[src/rtl/pt2_pkg.sv]
package pt2_pkg;

   // field widths
   localparam int OP_W      = 3;
   localparam int COORD_W   = 24;
   localparam int ANGLE_W   = 17;
   localparam int FACTOR_W  = 16;

   // fixed-point setup
   localparam int FRAC_BITS     = 8;
   localparam int CORDIC_STAGES = 16;
   localparam int IDX_W         = $clog2(CORDIC_STAGES);
   localparam int TRIG_FRAC     = 30;
   localparam int ATAN_LEN      = 24;

   // internal widths
   localparam int PRE_W   = COORD_W + 2;
   localparam int DIFF_W  = COORD_W + 1;
   localparam int XY_W    = TRIG_FRAC + 3;
   localparam int Z_W     = 30;
   localparam int ANG_W   = ANGLE_W + 1;
   localparam int PROD_W  = DIFF_W + XY_W;
   localparam int SPROD_W = DIFF_W + FACTOR_W;
   localparam int WIDE_W  = PROD_W + 2;

   // pipeline depth: prep, cordic cells, products, output
   localparam int PIPE_DEPTH = CORDIC_STAGES + 3;
   localparam int CNT_W      = $clog2(PIPE_DEPTH + 1);

   // angle units: 1/128 degree
   localparam logic signed [ANG_W-1:0] TURN         = 18'sd46080;
   localparam logic signed [ANG_W-1:0] HALF_TURN    = 18'sd23040;
   localparam logic signed [ANG_W-1:0] QUARTER_TURN = 18'sd11520;
   localparam logic signed [ANG_W-1:0] NEG_HALF     = -18'sd23040;
   localparam logic signed [ANG_W-1:0] NEG_QUARTER  = -18'sd11520;
   localparam int Z_SHIFT = 13;

   localparam logic signed [XY_W-1:0] CORDIC_GAIN = 33'sd652032874;

   localparam logic signed [WIDE_W-1:0] COORD_MAX = WIDE_W'(64'sd8388607);
   localparam logic signed [WIDE_W-1:0] COORD_MIN = -WIDE_W'(64'sd8388608);

   // operation codes
   localparam logic [OP_W-1:0] OP_TRANSLATE = 3'd0;
   localparam logic [OP_W-1:0] OP_SCALE     = 3'd1;
   localparam logic [OP_W-1:0] OP_ROTATE    = 3'd2;
   localparam logic [OP_W-1:0] OP_MIRROR_X  = 3'd3;
   localparam logic [OP_W-1:0] OP_MIRROR_Y  = 3'd4;

   typedef struct packed {
      logic [OP_W-1:0]                req_type;
      logic signed [COORD_W-1:0]      px;
      logic signed [COORD_W-1:0]      py;
      logic signed [COORD_W-1:0]      cx;
      logic signed [COORD_W-1:0]      cy;
      logic signed [ANGLE_W-1:0]      angle_deg;
      logic signed [FACTOR_W-1:0]     factor;
      logic signed [COORD_W-1:0]      dx;
      logic signed [COORD_W-1:0]      dy;
   } req_item_type;

   typedef struct packed {
      logic [OP_W-1:0]                op;
      logic                           neg;
      logic signed [PRE_W-1:0]        pre_x;
      logic signed [PRE_W-1:0]        pre_y;
      logic signed [COORD_W-1:0]      cx;
      logic signed [COORD_W-1:0]      cy;
      logic signed [DIFF_W-1:0]       u;
      logic signed [DIFF_W-1:0]       v;
      logic signed [FACTOR_W-1:0]     factor;
      logic signed [XY_W-1:0]         x;
      logic signed [XY_W-1:0]         y;
      logic signed [Z_W-1:0]          z;
   } cord_type;

   typedef struct packed {
      logic [OP_W-1:0]                op;
      logic                           neg;
      logic signed [PRE_W-1:0]        pre_x;
      logic signed [PRE_W-1:0]        pre_y;
      logic signed [COORD_W-1:0]      cx;
      logic signed [COORD_W-1:0]      cy;
      logic signed [PROD_W-1:0]       ux;
      logic signed [PROD_W-1:0]       vy;
      logic signed [PROD_W-1:0]       uy;
      logic signed [PROD_W-1:0]       vx;
      logic signed [SPROD_W-1:0]      us;
      logic signed [SPROD_W-1:0]      vs;
   } prod_type;

   typedef struct packed {
      logic signed [COORD_W-1:0]      rx;
      logic signed [COORD_W-1:0]      ry;
      logic                           clipped;
   } res_type;

   // rounded arctangent of 2^-i, 2^20 units per degree
   function automatic logic signed [Z_W-1:0] arctan_of(input logic [IDX_W-1:0] idx);
      logic signed [Z_W-1:0] val;
      case (int'(idx))
         0:       val = 30'sd47185920;
         1:       val = 30'sd27855475;
         2:       val = 30'sd14718068;
         3:       val = 30'sd7471121;
         4:       val = 30'sd3750058;
         5:       val = 30'sd1876857;
         6:       val = 30'sd938658;
         7:       val = 30'sd469357;
         8:       val = 30'sd234682;
         9:       val = 30'sd117342;
         10:      val = 30'sd58671;
         11:      val = 30'sd29335;
         12:      val = 30'sd14668;
         13:      val = 30'sd7334;
         14:      val = 30'sd3667;
         15:      val = 30'sd1833;
         16:      val = 30'sd917;
         17:      val = 30'sd458;
         18:      val = 30'sd229;
         19:      val = 30'sd115;
         20:      val = 30'sd57;
         21:      val = 30'sd29;
         22:      val = 30'sd14;
         23:      val = 30'sd7;
         default: val = '0;
      endcase
      return val;
   endfunction

endpackage

[src/rtl/pt2_prep.sv]
module pt2_prep (
   input  logic                  clock,
   input  logic                  reset,
   input  logic                  up_valid,
   output logic                  up_ready,
   input  pt2_pkg::req_item_type up_data,
   output logic                  dn_valid,
   input  logic                  dn_ready,
   output pt2_pkg::cord_type     dn_data
);

   logic                         valid_ff;
   pt2_pkg::cord_type            data_ff;
   pt2_pkg::cord_type            data_in;
   logic signed [pt2_pkg::ANG_W-1:0] ang;
   logic signed [pt2_pkg::ANG_W-1:0] ang_red;
   logic signed [pt2_pkg::ANG_W-1:0] ang_fold;
   logic                         fold_neg;

   assign up_ready = !valid_ff || dn_ready;
   assign dn_valid = valid_ff;
   assign dn_data  = data_ff;

   // reduce the angle into one turn, then fold into a quarter turn either side
   always_comb begin
      ang = pt2_pkg::ANG_W'(up_data.angle_deg);
      if (ang > pt2_pkg::HALF_TURN) begin
         ang_red = ang - pt2_pkg::TURN;
      end else if (ang <= pt2_pkg::NEG_HALF) begin
         ang_red = ang + pt2_pkg::TURN;
      end else begin
         ang_red = ang;
      end
      fold_neg = 1'b0;
      if (ang_red > pt2_pkg::QUARTER_TURN) begin
         ang_fold = ang_red - pt2_pkg::HALF_TURN;
         fold_neg = 1'b1;
      end else if (ang_red < pt2_pkg::NEG_QUARTER) begin
         ang_fold = ang_red + pt2_pkg::HALF_TURN;
         fold_neg = 1'b1;
      end else begin
         ang_fold = ang_red;
      end
   end

   // form offsets from the center, the simple results and the CORDIC seed
   always_comb begin
      data_in.op     = up_data.req_type;
      data_in.neg    = fold_neg;
      data_in.cx     = up_data.cx;
      data_in.cy     = up_data.cy;
      data_in.factor = up_data.factor;
      data_in.u      = pt2_pkg::DIFF_W'(up_data.px) - pt2_pkg::DIFF_W'(up_data.cx);
      data_in.v      = pt2_pkg::DIFF_W'(up_data.py) - pt2_pkg::DIFF_W'(up_data.cy);
      data_in.x      = pt2_pkg::CORDIC_GAIN;
      data_in.y      = '0;
      data_in.z      = pt2_pkg::Z_W'(ang_fold) <<< pt2_pkg::Z_SHIFT;
      data_in.pre_x  = pt2_pkg::PRE_W'(up_data.px);
      data_in.pre_y  = pt2_pkg::PRE_W'(up_data.py);
      case (up_data.req_type)
         pt2_pkg::OP_TRANSLATE: begin
            data_in.pre_x = pt2_pkg::PRE_W'(up_data.px) + pt2_pkg::PRE_W'(up_data.dx);
            data_in.pre_y = pt2_pkg::PRE_W'(up_data.py) + pt2_pkg::PRE_W'(up_data.dy);
         end
         pt2_pkg::OP_MIRROR_X: begin
            data_in.pre_y = (pt2_pkg::PRE_W'(up_data.cy) <<< 1) - pt2_pkg::PRE_W'(up_data.py);
         end
         pt2_pkg::OP_MIRROR_Y: begin
            data_in.pre_x = (pt2_pkg::PRE_W'(up_data.cx) <<< 1) - pt2_pkg::PRE_W'(up_data.px);
         end
         default: begin
            data_in.pre_x = pt2_pkg::PRE_W'(up_data.px);
         end
      endcase
   end

   // advance when the next stage takes the held request
   always_ff @(posedge clock) begin
      if (reset) begin
         valid_ff <= 1'b0;
      end else if (up_ready) begin
         valid_ff <= up_valid;
      end
   end

   always_ff @(posedge clock) begin
      if (up_ready && up_valid) begin
         data_ff <= data_in;
      end
   end

endmodule

[config.mk]
export PLATFORM = sky130hd
export DESIGN_NAME = pt2_prep
export DESIGN_NICKNAME = d
export VERILOG_FILES = /design/src/rtl/pt2_pkg.sv /design/src/rtl/pt2_prep.sv
export SDC_FILE = /design/constraint.sdc
export NUM_CORES = 1
export LEC_CHECK = 0
export ABC_AREA = 1
export BUFFER_PORTS_ARGS = -buffer_cell sky130_fd_sc_hd__clkbuf_2
export CORE_AREA = 2 2 177 179
export CTS_CLUSTER_SIZE = 25
export DETAILED_ROUTE_END_ITERATION = 10
export DIE_AREA = 0 0 179 181
export GPL_TIMING_DRIVEN = 1
export PLACE_DENSITY = 0.79
export SLEW_MARGIN = 25
export SYNTH_ARGS = -nofsm -noshare
export SYNTH_HDL_FRONTEND = slang
export SYNTH_SLANG_ARGS = --single-unit
[constraint.sdc]
create_clock -name clock -period 32.8 [get_ports clock]
set_input_delay 1.64 -clock clock [delete_from_list [all_inputs] [get_ports clock]]
set_output_delay 1.64 -clock clock [all_outputs]
set_load 0.01 [all_outputs]
Word level (Yosys, flattened, before mapping)
Index checks and enable logic that the tools add are counted.

operators by class
  reductions and logical operators = 4
  equality and inequality tests = 2
  order comparisons = 4
  muxes and demuxes = 7
  $add $sub $neg = 10

operators with widths
  kind                                                           number
  one-hot mux 26 bit (2 select lines)                            2
  subtractor 25 x 24 -> 26 bit                                   2
  adder 24 x 24 -> 25 bit                                        2
  subtractor 24 x 24 -> 25 bit                                   2
  two-way mux 18 bit                                             2
  two-way mux 17 bit                                             2
  adder 17 x 17 -> 18 bit (second input constant)                1
  > comparator 18 x 15 -> 1 bit (second input constant)          1
  less-than comparator 18 x 15 -> 1 bit (second input constant)  1
  subtractor 17 x 17 -> 18 bit (second input constant)           1
  adder 17 x 16 -> 17 bit (second input constant)                1
  > comparator 17 x 16 -> 1 bit (second input constant)          1
  <= comparator 17 x 16 -> 1 bit (second input constant)         1
  subtractor 17 x 16 -> 17 bit (second input constant)           1
  equality test 3 x 2 -> 1 bit (second input constant)           1
  equality test 3 bit (second input constant)                    1
  logical NOT 3 bit                                              1
  logical AND 1 bit                                              1
  logical NOT 1 bit                                              1
  logical OR 1 bit                                               1
  two-way mux 1 bit                                              1

word-level totals
  flip-flop bits (word level) = 188
  output and inout bits = 268
  word-level logic and storage cells = 38
  input port bits = 184

Depth between registers and ports, before layout
Gate-level depths: netlist (run 1).

  word-level depth = 6
  gate-level depth with buffers = 20

Least setup slack after synthesis (run 1)
Ideal clock, no wire load.

  kind = input-to-reg
  start point = input up_valid
  end point = register data_ff, in the netlist dn_data[100], enable pin
  setup time = 796 ps
  slack = 21,342 ps
  stages on the path = 2
  arrival = 10,663 ps
  cells stage by stage = inv_1 a21oi_1

on the way
  word-level cells in the longest chain between the ends = 1

ends and longest elaborated chain
  what                    RTL line        text
  start: declaration      pt2_prep.sv:4   input logic up_valid,
  logical AND 1 bit       pt2_prep.sv:87  if (up_ready && up_valid) begin
  end signal: assignment  pt2_prep.sv:88  data_ff <= data_in;
  end: declaration        pt2_prep.sv:13  pt2_pkg::cord_type data_ff;

No other way between the ends.
A chain may end at the register's enable or synchronous reset.

==> results of run 1 <==
==> final cells by class <==
type	instances	area, um2	share of cell area, %
diodes	3	7.507	0.04127
clock buffers	17	425.4	2.338
clock inverters	15	183.9	1.011
inverters	279	1050	5.770
multi-input cells	1438	8456	46.48
flip-flops and latches	188	5635	30.98
well taps	396	495.5	2.724
repair buffers	378	1939	10.66
==> critical path, stage by stage <==
cell,delay [ns]
clkbuf_2,0.13
inv_1,0.07
fa_1,0.45
inv_1,0.07
nand2_1,0.05
nand2_1,0.06
nand2_1,0.07
nand2_1,0.09
a21oi_1,0.10
o21ai_0,0.53
a21oi_1,0.19
o21ai_0,0.36
nand2_1,0.14
nand2_1,0.08
nand2_1,0.05
nand3_1,0.06
nand3_1,0.07
==> cells by family (layout without fill, tap and decap cells) <==
kind of cell               count (synthesis)  count (layout)
xor gates and xnor gates                  66              66
buffers and inverters                    375             689
DFF                                      188             188
and+or+nand+nor                          711             711
other                                      2              82
adders and majority gates                155             155
AOI/OAI and AO/OA                        427             427
==> per-layer routing <==
layer | vias to the layer above | part of all wire, % | track usage, %
met5 | - | 0 | 0
li1 | 7209 | - | -
met4 | 0 | 3.6 | 11.48
met3 | 91 | 8.4 | 5.029
met1 | 6742 | 42 | 36.90
met2 | 707 | 46 | 46.18
==> synthesized netlist by cell type, drive strengths merged (9+ instances only) <==
cell type | number | share of area (%)
clkbuf | 11 | 0.27
o21bai | 14 | 0.68
o221ai | 11 | 0.62
nand3b | 10 | 0.48
nand3 | 133 | 4.4
ha | 149 | 12
o211ai | 24 | 1.2
inv | 279 | 6.8
xor2 | 47 | 2.8
nand4 | 17 | 0.69
nor3 | 31 | 1.0
a21o | 18 | 0.87
nor2 | 105 | 2.6
edfxtp | 187 | 36
a21oi | 188 | 6.1
buf | 85 | 4.2
nand2 | 385 | 9.7
o21ai | 133 | 4.4
xnor2 | 19 | 1.1
a21boi | 9 | 0.44
or2 | 22 | 0.89
==> stage by stage <==
| stage | util, % | hold slack, ns | instance area [um2] | setup WS, ns |
|---|---|---|---|---|
| 2_1_floorplan | - | 0.5770 | 15810 | 21.34 |
| 3_5_place_dp | 57.82 | 0.5759 | 17550 | 28.40 |
| 3_3_place_gp | 57.82 | 0.5546 | 17550 | 28.47 |
| 4_1_cts | 59.83 | 0.5861 | 18160 | 28.89 |
| 6_report | 59.94 | 0.5794 | 18190 | 28.80 |
| 5_1_grt | 59.94 | 0.6103 | 18190 | 28.36 |
==> sequential cells by signal, indices dropped and copies added, names as in the netlist <==
name	cells
dn_valid	1
dn_data	187
==> cells in the final DEF, fill, tap and decap left out, drive strengths merged, types with 6 or more instances in the layout <==
master	instances
nor4	7
o211ai	24
nand4	17
a21oi	188
or2	22
fa	6
conb	79
ha	149
a21boi	9
o221ai	11
a21o	18
inv	284
o21a	7
xnor2	19
o21bai	14
buf	6
nand3	133
xor2	47
nor3	31
nand2	385
nor2	105
clkbuf	389
edfxtp	187
o21ai	133
a31oi	8
nand3b	10
==> worst max path at each step <==
stage,end,slack (ns),depth (start not counted)
global route,dn_data[230],28.36,15
detailed placement,dn_data[230],28.40,15
global placement,dn_data[230],28.47,17
floorplan,dn_data[100],21.34,2
CTS,dn_data[230],28.89,15
finish,dn_data[230],28.80,17
==> power by group through the flow <==
stage	combinational [mW]	clock (mW)	sequential, mW
floorplan	0.150	0	0.321
global placement	0.229	0	0.306
detailed placement	0.233	0	0.306
CTS	0.235	0.224	0.301
global route	0.265	0.232	0.303
finish	0.238	0.220	0.301
==> flow_metrics.tcl, run 1 <==
set metrics [dict create \
    worst_setup_path_end_kind "flop" \
    r2r_cells 3 \
    clock.fmax_ghz 0.2498 \
    finalSetupViolCount 0 \
    critical_path_arrival_ns 4.21 \
    crit_path_max_fanout 5 \
    synth_cells 1924 \
    ir_drop_mv 0.03920 \
    pwr-share-clk_pct 29.0 \
    fillers 2711 \
    wl_per_cell_um 17.21 \
    post_cts_buffers 0 \
    slew_violations 0 \
    grt_pass1_wl_um 71320 \
    postSynthAreaPerCell_um2 8.067 \
    layout-drive-gt1-share_pct 20.43 \
    holdBufCountCts 0 \
    setup.worst_path.start "up_data[81]" \
    power_frac_comb_pct 31.4 \
    grt_max_degree 188 \
    drv_cap 0 \
    switching_share_pct 35.02 \
    cts_tree "done" \
    cts.repair.resized 0 \
    antenna_left 0 \
    intPower_mw 0.4929 \
    status "finished clean" \
    grt.total_usage_pct 28.28 \
    synth-edff-count 187 \
    cts.clk_slew.worst_paths_ns 0.07 \
    synth_area_um2 15520 \
    yosysWarnings 0 \
    synth_xor_area_share_pct 3.869 \
    core_area_um2 30350 \
    clockBufferDepth 2 \
    reg2reg_slack_ns 30.92 \
    clock-skew-final_ns 0.01019 \
    required_ns 33.01 \
    die_h_um 181 \
    initial_core_util_pct 51.14 \
    crit-reg2reg-launch "dn_valid" \
    p_leak_nw 9.118 \
    total_power_mw 0.7586 \
    rsz0062_at_grt "no" \
    io-pin-count 452 \
    slew_headroom_pct 50.59 \
    min_path_cells 2 \
    ys_seq_area_share_pct 36.31 \
    post-route-period-util_pct 12.21 \
    p_per_area_nw_per_um2 41.70 \
    globalplace.congestion 0.9760 \
    via_per_inst 5.434 \
    die_w_um 179 \
    min_from "dn_valid" \
    fin_cells 2714 \
    clock_sinks 188 \
    worst_pin_slew_ns 0.7412 \
    vias 14749 \
    power_switching_mw 0.2656 \
    power_frac_seq_pct 39.6 \
    synth-seq-cells 188 \
    synth_cell_types 52 \
    std_cell_rows 64 \
    synth.mux.area_fraction_pct 0 \
    worstHoldEndpoint "dn_valid" \
    drt_iter0_markers 1218 \
    ctsRootBufferMaster "clkbuf_16" \
    startpoint_type "input port" \
    min_path_type "reg2reg" \
    h-tree-depth 4 \
    first_global_vias 13811 \
    io_buffers 372 \
    nNetsFinal 2641 \
    syn_to_final_growth_pct 17.21 \
    synth_compound_area_share_pct 15.71 \
    cts_made_buffers 17 \
    dp.cells 2678 \
    die_area_um2 32400 \
    synth_top_family_by_area "simple AND/OR/NAND/NOR gates" \
    synthSimpleGateAreaFrac_pct 20.08 \
    grt-ovfl-total 0 \
    drc 0 \
    drtPass1Iterations 6 \
    ys.flop_type "edfxtp_1" \
    clk_latency_ns 0.46 \
    period_needed_ns 4.004 \
    synthAdderAreaFrac_pct 12.79 \
    fin_tns_setup_ns 0 \
    finalWirelength_um 46720 \
    async_flop_share_pct 0 \
    r2r_end "dn_data[248]" \
    hold_viol 0 \
    setup.worst_path.class "in2reg" \
    post-dp-hpwl_um 37610 \
    antenna_found_initial 3 \
]
Note: power is estimated with default switching activity, not from simulation.
==> inputs of run 2 (changes only) <==
CORE_AREA = 2 2 178 180   (was 2 2 177 179)
DIE_AREA = 0 0 180 182   (was 0 0 179 181)
PLACE_DENSITY = 0.78   (was 0.79)
clock period = 3.7 ns   (was 32.8 ns; I/O delays follow)
==> run 2 against run 1 <==
Compared with the run above: setup slack got worse by 28 ns; combinational power increased to 9.2 times the previous value; largest power group unchanged; highest routed layer unchanged; clock power rose to 7.9 times the previous value; the run now ends with DRC left; critical path type unchanged; die area up 1.1%; critical path depth grew 1; sequential share of layout area decreased by 1.2 points; via count is 2.3% higher; cell count up 3.1%; flip-flop and latch count did not move.
==> flow_metrics.tcl, run 2 (synthesis results as in run 1) <==
set metrics [dict create \
    post-route-period-util_pct 84.17 \
    setup.worst_path.class "in2reg" \
    drt_iter0_markers 1147 \
    ir_drop_mv 0.2987 \
    ctsRootBufferMaster "clkbuf_16" \
    nNetsFinal 2719 \
    syn_to_final_growth_pct 21.77 \
    p_per_area_nw_per_um2 349.1 \
    period_needed_ns 3.114 \
    drc 1 \
    clockBufferDepth 2 \
    hold_viol 0 \
    place_area_um2 17570 \
    largest_register_ffs 187 \
    antenna_left 0 \
    h-tree-depth 4 \
    p_leak_nw 9.416 \
    globalplace.congestion 0.9182 \
    die_w_um 180 \
    vias 15082 \
    finalWirelength_um 49310 \
    clock.fmax_ghz 0.3211 \
    worstHoldEndpoint "dn_data[245]" \
    stdcell_area_um2 18900 \
    fillers 2805 \
    critical_path_arrival_ns 3.32 \
    clock_sinks 188 \
    first_global_vias 14305 \
    post_cts_buffers 0 \
    antenna_found_initial 3 \
    cts_tree "done" \
    setup_ws_ns 0.5855 \
    reg2reg_slack_ns 1.88 \
    crit_path_max_fanout 5 \
    slew_headroom_pct 34.63 \
    io-pin-count 452 \
    min_path_cells 3 \
    via_per_inst 5.392 \
    grt_max_degree 188 \
    grt-ovfl-total 0 \
    clk_latency_ns 0.46 \
    status "finished with violations" \
    drv_cap 0 \
    most-common-layout-cells "clkbuf_2 (372), nand2_1 (371), inv_1 (271), a21oi_1 (187), edfxtp_1 (187)" \
    min_path_type "in2reg" \
    cts_made_buffers 17 \
    multiInputGateArea_um2 8451 \
    die_area_um2 32760 \
    slew_violations 0 \
    std_cell_rows 65 \
    worst_setup_path_end_kind "flop" \
    wl_per_cell_um 17.63 \
    clock-skew-final_ns 0.008380 \
    min_from "up_data[162]" \
    violations "DRC" \
    layout-drive-gt1-share_pct 19.65 \
    core_area_um2 30990 \
    post-dp-hpwl_um 38790 \
    worst_pin_slew_ns 0.9795 \
    startpoint_type "input port" \
    initial_core_util_pct 50.09 \
    drtPass1Iterations 11 \
    dp_slack_ns 0.6789 \
    total_power_mw 6.599 \
    rsz0062_at_grt "no" \
    finalSetupViolCount 0 \
    die_h_um 182 \
    r2r_end "dn_data[207]" \
    crit-reg2reg-launch "dn_valid" \
    io_buffers 372 \
    grt_pass1_wl_um 75860 \
    grt.total_usage_pct 29.31 \
    final_common_cell "clkbuf_2" \
    regArea_um2 5637 \
    required_ns 3.91 \
    cts.clk_slew.worst_paths_ns 0.07 \
    r2r_cells 3 \
]
[run 2: cell count changes in the layout (fill, tap and decap cells not counted), moves of 2 or more]
cell / change
clkinvlp_4: -2
inv_8: -2
clkinv_1: +3
bufinv_16: -2
clkinv_2: +3
dlygate4sd3_1: +77
[run 2: layer usage]
| layer | global-route usage, % | share of wire [%] | vias to the layer above |
|---|---|---|---|
| met5 | 0 | 0 | - |
| met4 | 10.37 | 2.9 | 0 |
| met3 | 5.856 | 7.9 | 105 |
| met2 | 48.31 | 47 | 711 |
| met1 | 38.42 | 43 | 6901 |
| li1 | - | - | 7365 |
[run 2: worst max-delay path by stage]
stage	slack [ns]	to	cells past startpoint	startpoint
5_1_grt	0.14	dn_data[228]	18	up_data[81]
2_1_floorplan	-0.16	dn_data[100]	1	dn_valid
4_1_cts	0.61	dn_data[228]	18	up_data[81]
6_report	0.59	dn_data[230]	18	up_data[81]
3_3_place_gp	0.71	dn_data[230]	16	up_data[129]
3_5_place_dp	0.68	dn_data[228]	17	up_data[81]
[run 2: through the flow]
step / instances / setup TNS [ns] / hold WS, ns / util (%)
after floorplan: 2001 / -29.38 / 0.2467 / -
after global placement: 2685 / 0 / 0.3613 / 56.71
after detailed placement: 2685 / 0 / 0.3636 / 56.71
after CTS: 2793 / 0 / 0.08961 / 60.88
after global routing: 2797 / 0 / 0.1124 / 60.99
final: 2797 / 0 / 0.09601 / 60.99
[run 2: repair_timing]
action / in CTS / in global routing
gates resized for setup: 0 / 0
endpoints found under the hold margin: 77 / 0
hold buffers: 77 / 0
[run 2: final cells by class]
cell class                 count  share of cell area, %
antenna                        3                0.03972
inverter                     279                  5.554
sequential                   188                  29.82
timing repair buffer         456                  14.45
clock buffer                  17                  2.251
tap                          402                  2.661
clock inverter                14                 0.5098
multi-input combinational   1438                  44.71
[run 2: critical path: stages]
cell	delay, ns
dlygate4sd3_1	0.52
clkbuf_2	0.17
inv_1	0.08
fa_1	0.45
inv_1	0.07
nand2_1	0.05
nand2_1	0.05
nand2_1	0.06
nand2_1	0.08
a21oi_1	0.08
o21ai_0	0.46
a21oi_1	0.18
o21ai_0	0.43
nand2_1	0.16
nand2_1	0.09
nand2_1	0.05
nand3_1	0.07
nand3_1	0.07
[run 2: where the power goes]
part,switching (mW),total (mW),internal (mW)
logic,1.40,2.20,0.801
registers,0.0579,2.66,2.60
clock network,0.876,1.73,0.857
==> inputs of run 3 (changes only) <==
ABC_AREA = 0   (was 1)
CORE_AREA = unset   (was 2 2 178 180)
CORE_ASPECT_RATIO = 1.5   (was unset)
CORE_MARGIN = 1.5   (was unset)
CORE_UTILIZATION = 48   (was unset)
DIE_AREA = unset   (was 0 0 180 182)
clock period = 2.6 ns   (was 3.7 ns; I/O delays follow)
==> run 3 against run 2 <==
Compared with the run above: the flow finishes with violations (setup timing); first-iteration DRC count shrank 30%; sequential power up 43%; clock skew shrank 0.0018 ns; area after synthesis shrank 2.5%; wire length decreased by 6.7%; worst hold slack got worse by 0.057 ns; sequential share of layout area is 2.4 points lower; critical path depth decreased by 7; clock power rose by 60%; setup slack worse by 0.59 ns; global-route usage down 2.3 points; critical endpoint is now dn_data[259]; highest routed layer is now met5.
==> flow_metrics.tcl, run 3 <==
set metrics [dict create \
    ir_drop_mv 0.4510 \
    clockBufferDepth 2 \
    grt_max_degree 67 \
    pwr-share-clk_pct 27.1 \
    via_per_inst 5.464 \
    power_frac_comb_pct 35.6 \
    clock_sinks 188 \
    fin_cells 2647 \
    drc 0 \
    antenna_found_initial 9 \
    async_flop_share_pct 0 \
    dp.cells 2523 \
    crit-reg2reg-launch "dn_valid" \
    fin_tns_setup_ns -0.008922 \
    largest_register_ffs 187 \
    clock.fmax_ghz 0.3833 \
    drt_iter0_markers 802 \
    antenna_left 0 \
    post-dp-hpwl_um 34910 \
    required_ns 2.80 \
    grt-ovfl-total 0 \
    startpoint_type "input port" \
    nNetsFinal 2562 \
    yosysWarnings 0 \
    synth_commonest_cells "edfxtp_1 (187), ha_1 (149), inv_1 (146)" \
    worstHoldEndpoint "dn_data[257]" \
    io_buffers 372 \
    grt.total_usage_pct 27.01 \
    wl_per_cell_um 17.38 \
    ys_top_cells_by_area "edfxtp_1 (37%), ha_1 (12%), buf_4 (4.1%)" \
    clock-skew-final_ns 0.006614 \
    synth_top_area_share_pct 37.10 \
    period_needed_ns 2.609 \
    power_switching_mw 3.370 \
    worst_pin_slew_ns 0.8878 \
    setup.worst_path.class "in2reg" \
    first_global_vias 14055 \
    synth-seq-cells 188 \
    std_cell_rows 79 \
    ys_seq_area_share_pct 37.23 \
    grt_pass1_wl_um 69740 \
    ys.flop_type "edfxtp_1" \
    status "finished with violations" \
    die_h_um 220.5 \
    crit_path_max_fanout 4 \
    cts_tree "done" \
    cts_made_buffers 17 \
    post-route-period-util_pct 100.3 \
    final_common_cell "clkbuf_2" \
    io-pin-count 452 \
    p_leak_nw 9.710 \
    synth-edff-count 187 \
    total_power_mw 10.21 \
    r2r_cells 3 \
    drv_cap 0 \
    postSynthAreaPerCell_um2 9.678 \
    r2r_end "dn_data[241]" \
    synth.most_common_cell "edfxtp_1" \
    setup_ws_ns -0.008922 \
    syn_to_final_growth_pct 35.73 \
    min_from "up_data[174]" \
    intPower_mw 6.836 \
    yosysTopAreaCell "edfxtp_1" \
    critical_path_arrival_ns 2.81 \
    reg2reg_slack_ns 1.14 \
    synth_cell_types 93 \
    rsz0062_at_grt "yes" \
    slew_headroom_pct 40.60 \
    clk_latency_ns 0.46 \
    violations "setup timing" \
    place_area_um2 18730 \
    die_area_um2 32630 \
    layout-drive-gt1-share_pct 32.02 \
    ctsRootBufferMaster "clkbuf_16" \
    core_area_um2 31040 \
    most-common-layout-cells "clkbuf_2 (367), buf_4 (222), edfxtp_1 (187), inv_1 (143), ha_1 (143)" \
    finalSetupViolCount 1 \
    cts.clk_slew.worst_paths_ns 0.07 \
    vias 14462 \
    min_path_type "in2reg" \
    die_w_um 148.0 \
    synth_area_um2 15140 \
    stdcell_area_um2 20540 \
    fillers 2442 \
    drtPass1Iterations 5 \
    hold_viol 0 \
    finalWirelength_um 46000 \
    power_frac_seq_pct 37.2 \
    slew_violations 0 \
    h-tree-depth 4 \
    initial_core_util_pct 48.77 \
    min_path_cells 3 \
    switching_share_pct 33.02 \
    worst_setup_path_end_kind "flop" \
    synth_cells 1564 \
    p_per_area_nw_per_um2 496.8 \
    globalplace.congestion 0.9368 \
]
run 3: cell count changes in the layout (fill, tap and decap cells not counted), moves of 37 or more:
cell	before	now
buf_4	4	222
inv_1	271	143
nand2_1	371	73
xnor2_1	19	63
nand3_1	131	28
a21oi_1	187	91
a21o_1	18	55
run 3: area by class of cell:
type | instances | area, um2 | area share (%)
tap | 405 | 506.7 | 2.467
inverter | 146 | 550.5 | 2.680
multi-input combinational | 1198 | 8869 | 43.17
antenna | 6 | 15.01 | 0.07309
timing repair buffer | 672 | 4359 | 21.22
sequential | 188 | 5635 | 27.43
clock buffer | 17 | 425.4 | 2.071
clock inverter | 15 | 182.7 | 0.8892
run 3: logic make-up after synthesis:
kind of cell               count (synthesis)  synth area share [%]
AOI/OAI and AO/OA                        466                 20.79
and+or+nand+nor                          369                 12.57
buffers and inverters                    255                 8.432
DFF                                      188                 37.23
adders and majority gates                155                 13.11
xor gates and xnor gates                 112                 6.630
muxes                                     17                 1.182
other                                      2               0.04962
run 3: worst max-delay path by stage:
stage,end,start
6_report,dn_data[259],up_data[105]
3_5_place_dp,dn_data[259],up_data[105]
2_1_floorplan,dn_data[259],up_data[154]
3_3_place_gp,dn_data[259],up_data[105]
4_1_cts,dn_data[259],up_data[105]
5_1_grt,dn_data[259],up_data[161]
run 3: metrics by stage:
| stage | hold slack (ns) | setup slack (ns) | utilization, % |
|---|---|---|---|
| 6_report | 0.03870 | -0.008922 | 66.19 |
| 5_1_grt | 0.02252 | -0.1225 | 66.18 |
| 4_1_cts | 0.004281 | 0.01815 | 64.81 |
| 3_5_place_dp | 0.3037 | -0.6227 | 60.34 |
| 3_3_place_gp | 0.2942 | -0.5503 | 60.34 |
| 2_1_floorplan | 0.1991 | -0.2344 | - |
run 3: repair_timing:
item                       in CTS  in global routing
resized for setup               3                 73
hold endpoints to repair       75                  0
setup endpoints to repair       1                 34
pin swaps                       2                 26
hold buffers                   76                  0
buffers inserted                0                 12
run 3: per-layer routing:
metal | GRT usage, % | vias up | wire (um)
li1 | - | 6952 | -
met1 | 29.82 | 6803 | 17470
met2 | 49.94 | 571 | 24040
met3 | 4.804 | 128 | 2598
met4 | 12.84 | 8 | 1843
met5 | 0 | - | 48
run 3: critical path, stage by stage:
cell	delay [ns]
clkbuf_2	0.11
ha_1	0.28
nor2b_1	0.15
o31a_1	0.27
o31a_1	0.30
o31ai_2	0.26
nand2_2	0.14
o41ai_4	0.27
o21ba_2	0.20
mux2_2	0.32
or3_1	0.37
run 3: power by group through the flow:
stage | Combinational, mW | Clock [mW] | Sequential, mW
detailed placement | 3.35 | 0 | 3.86
global placement | 3.27 | 0 | 3.86
CTS | 3.47 | 2.81 | 3.80
finish | 3.64 | 2.77 | 3.80
floorplan | 1.98 | 0 | 4.01
global route | 3.97 | 2.89 | 3.82
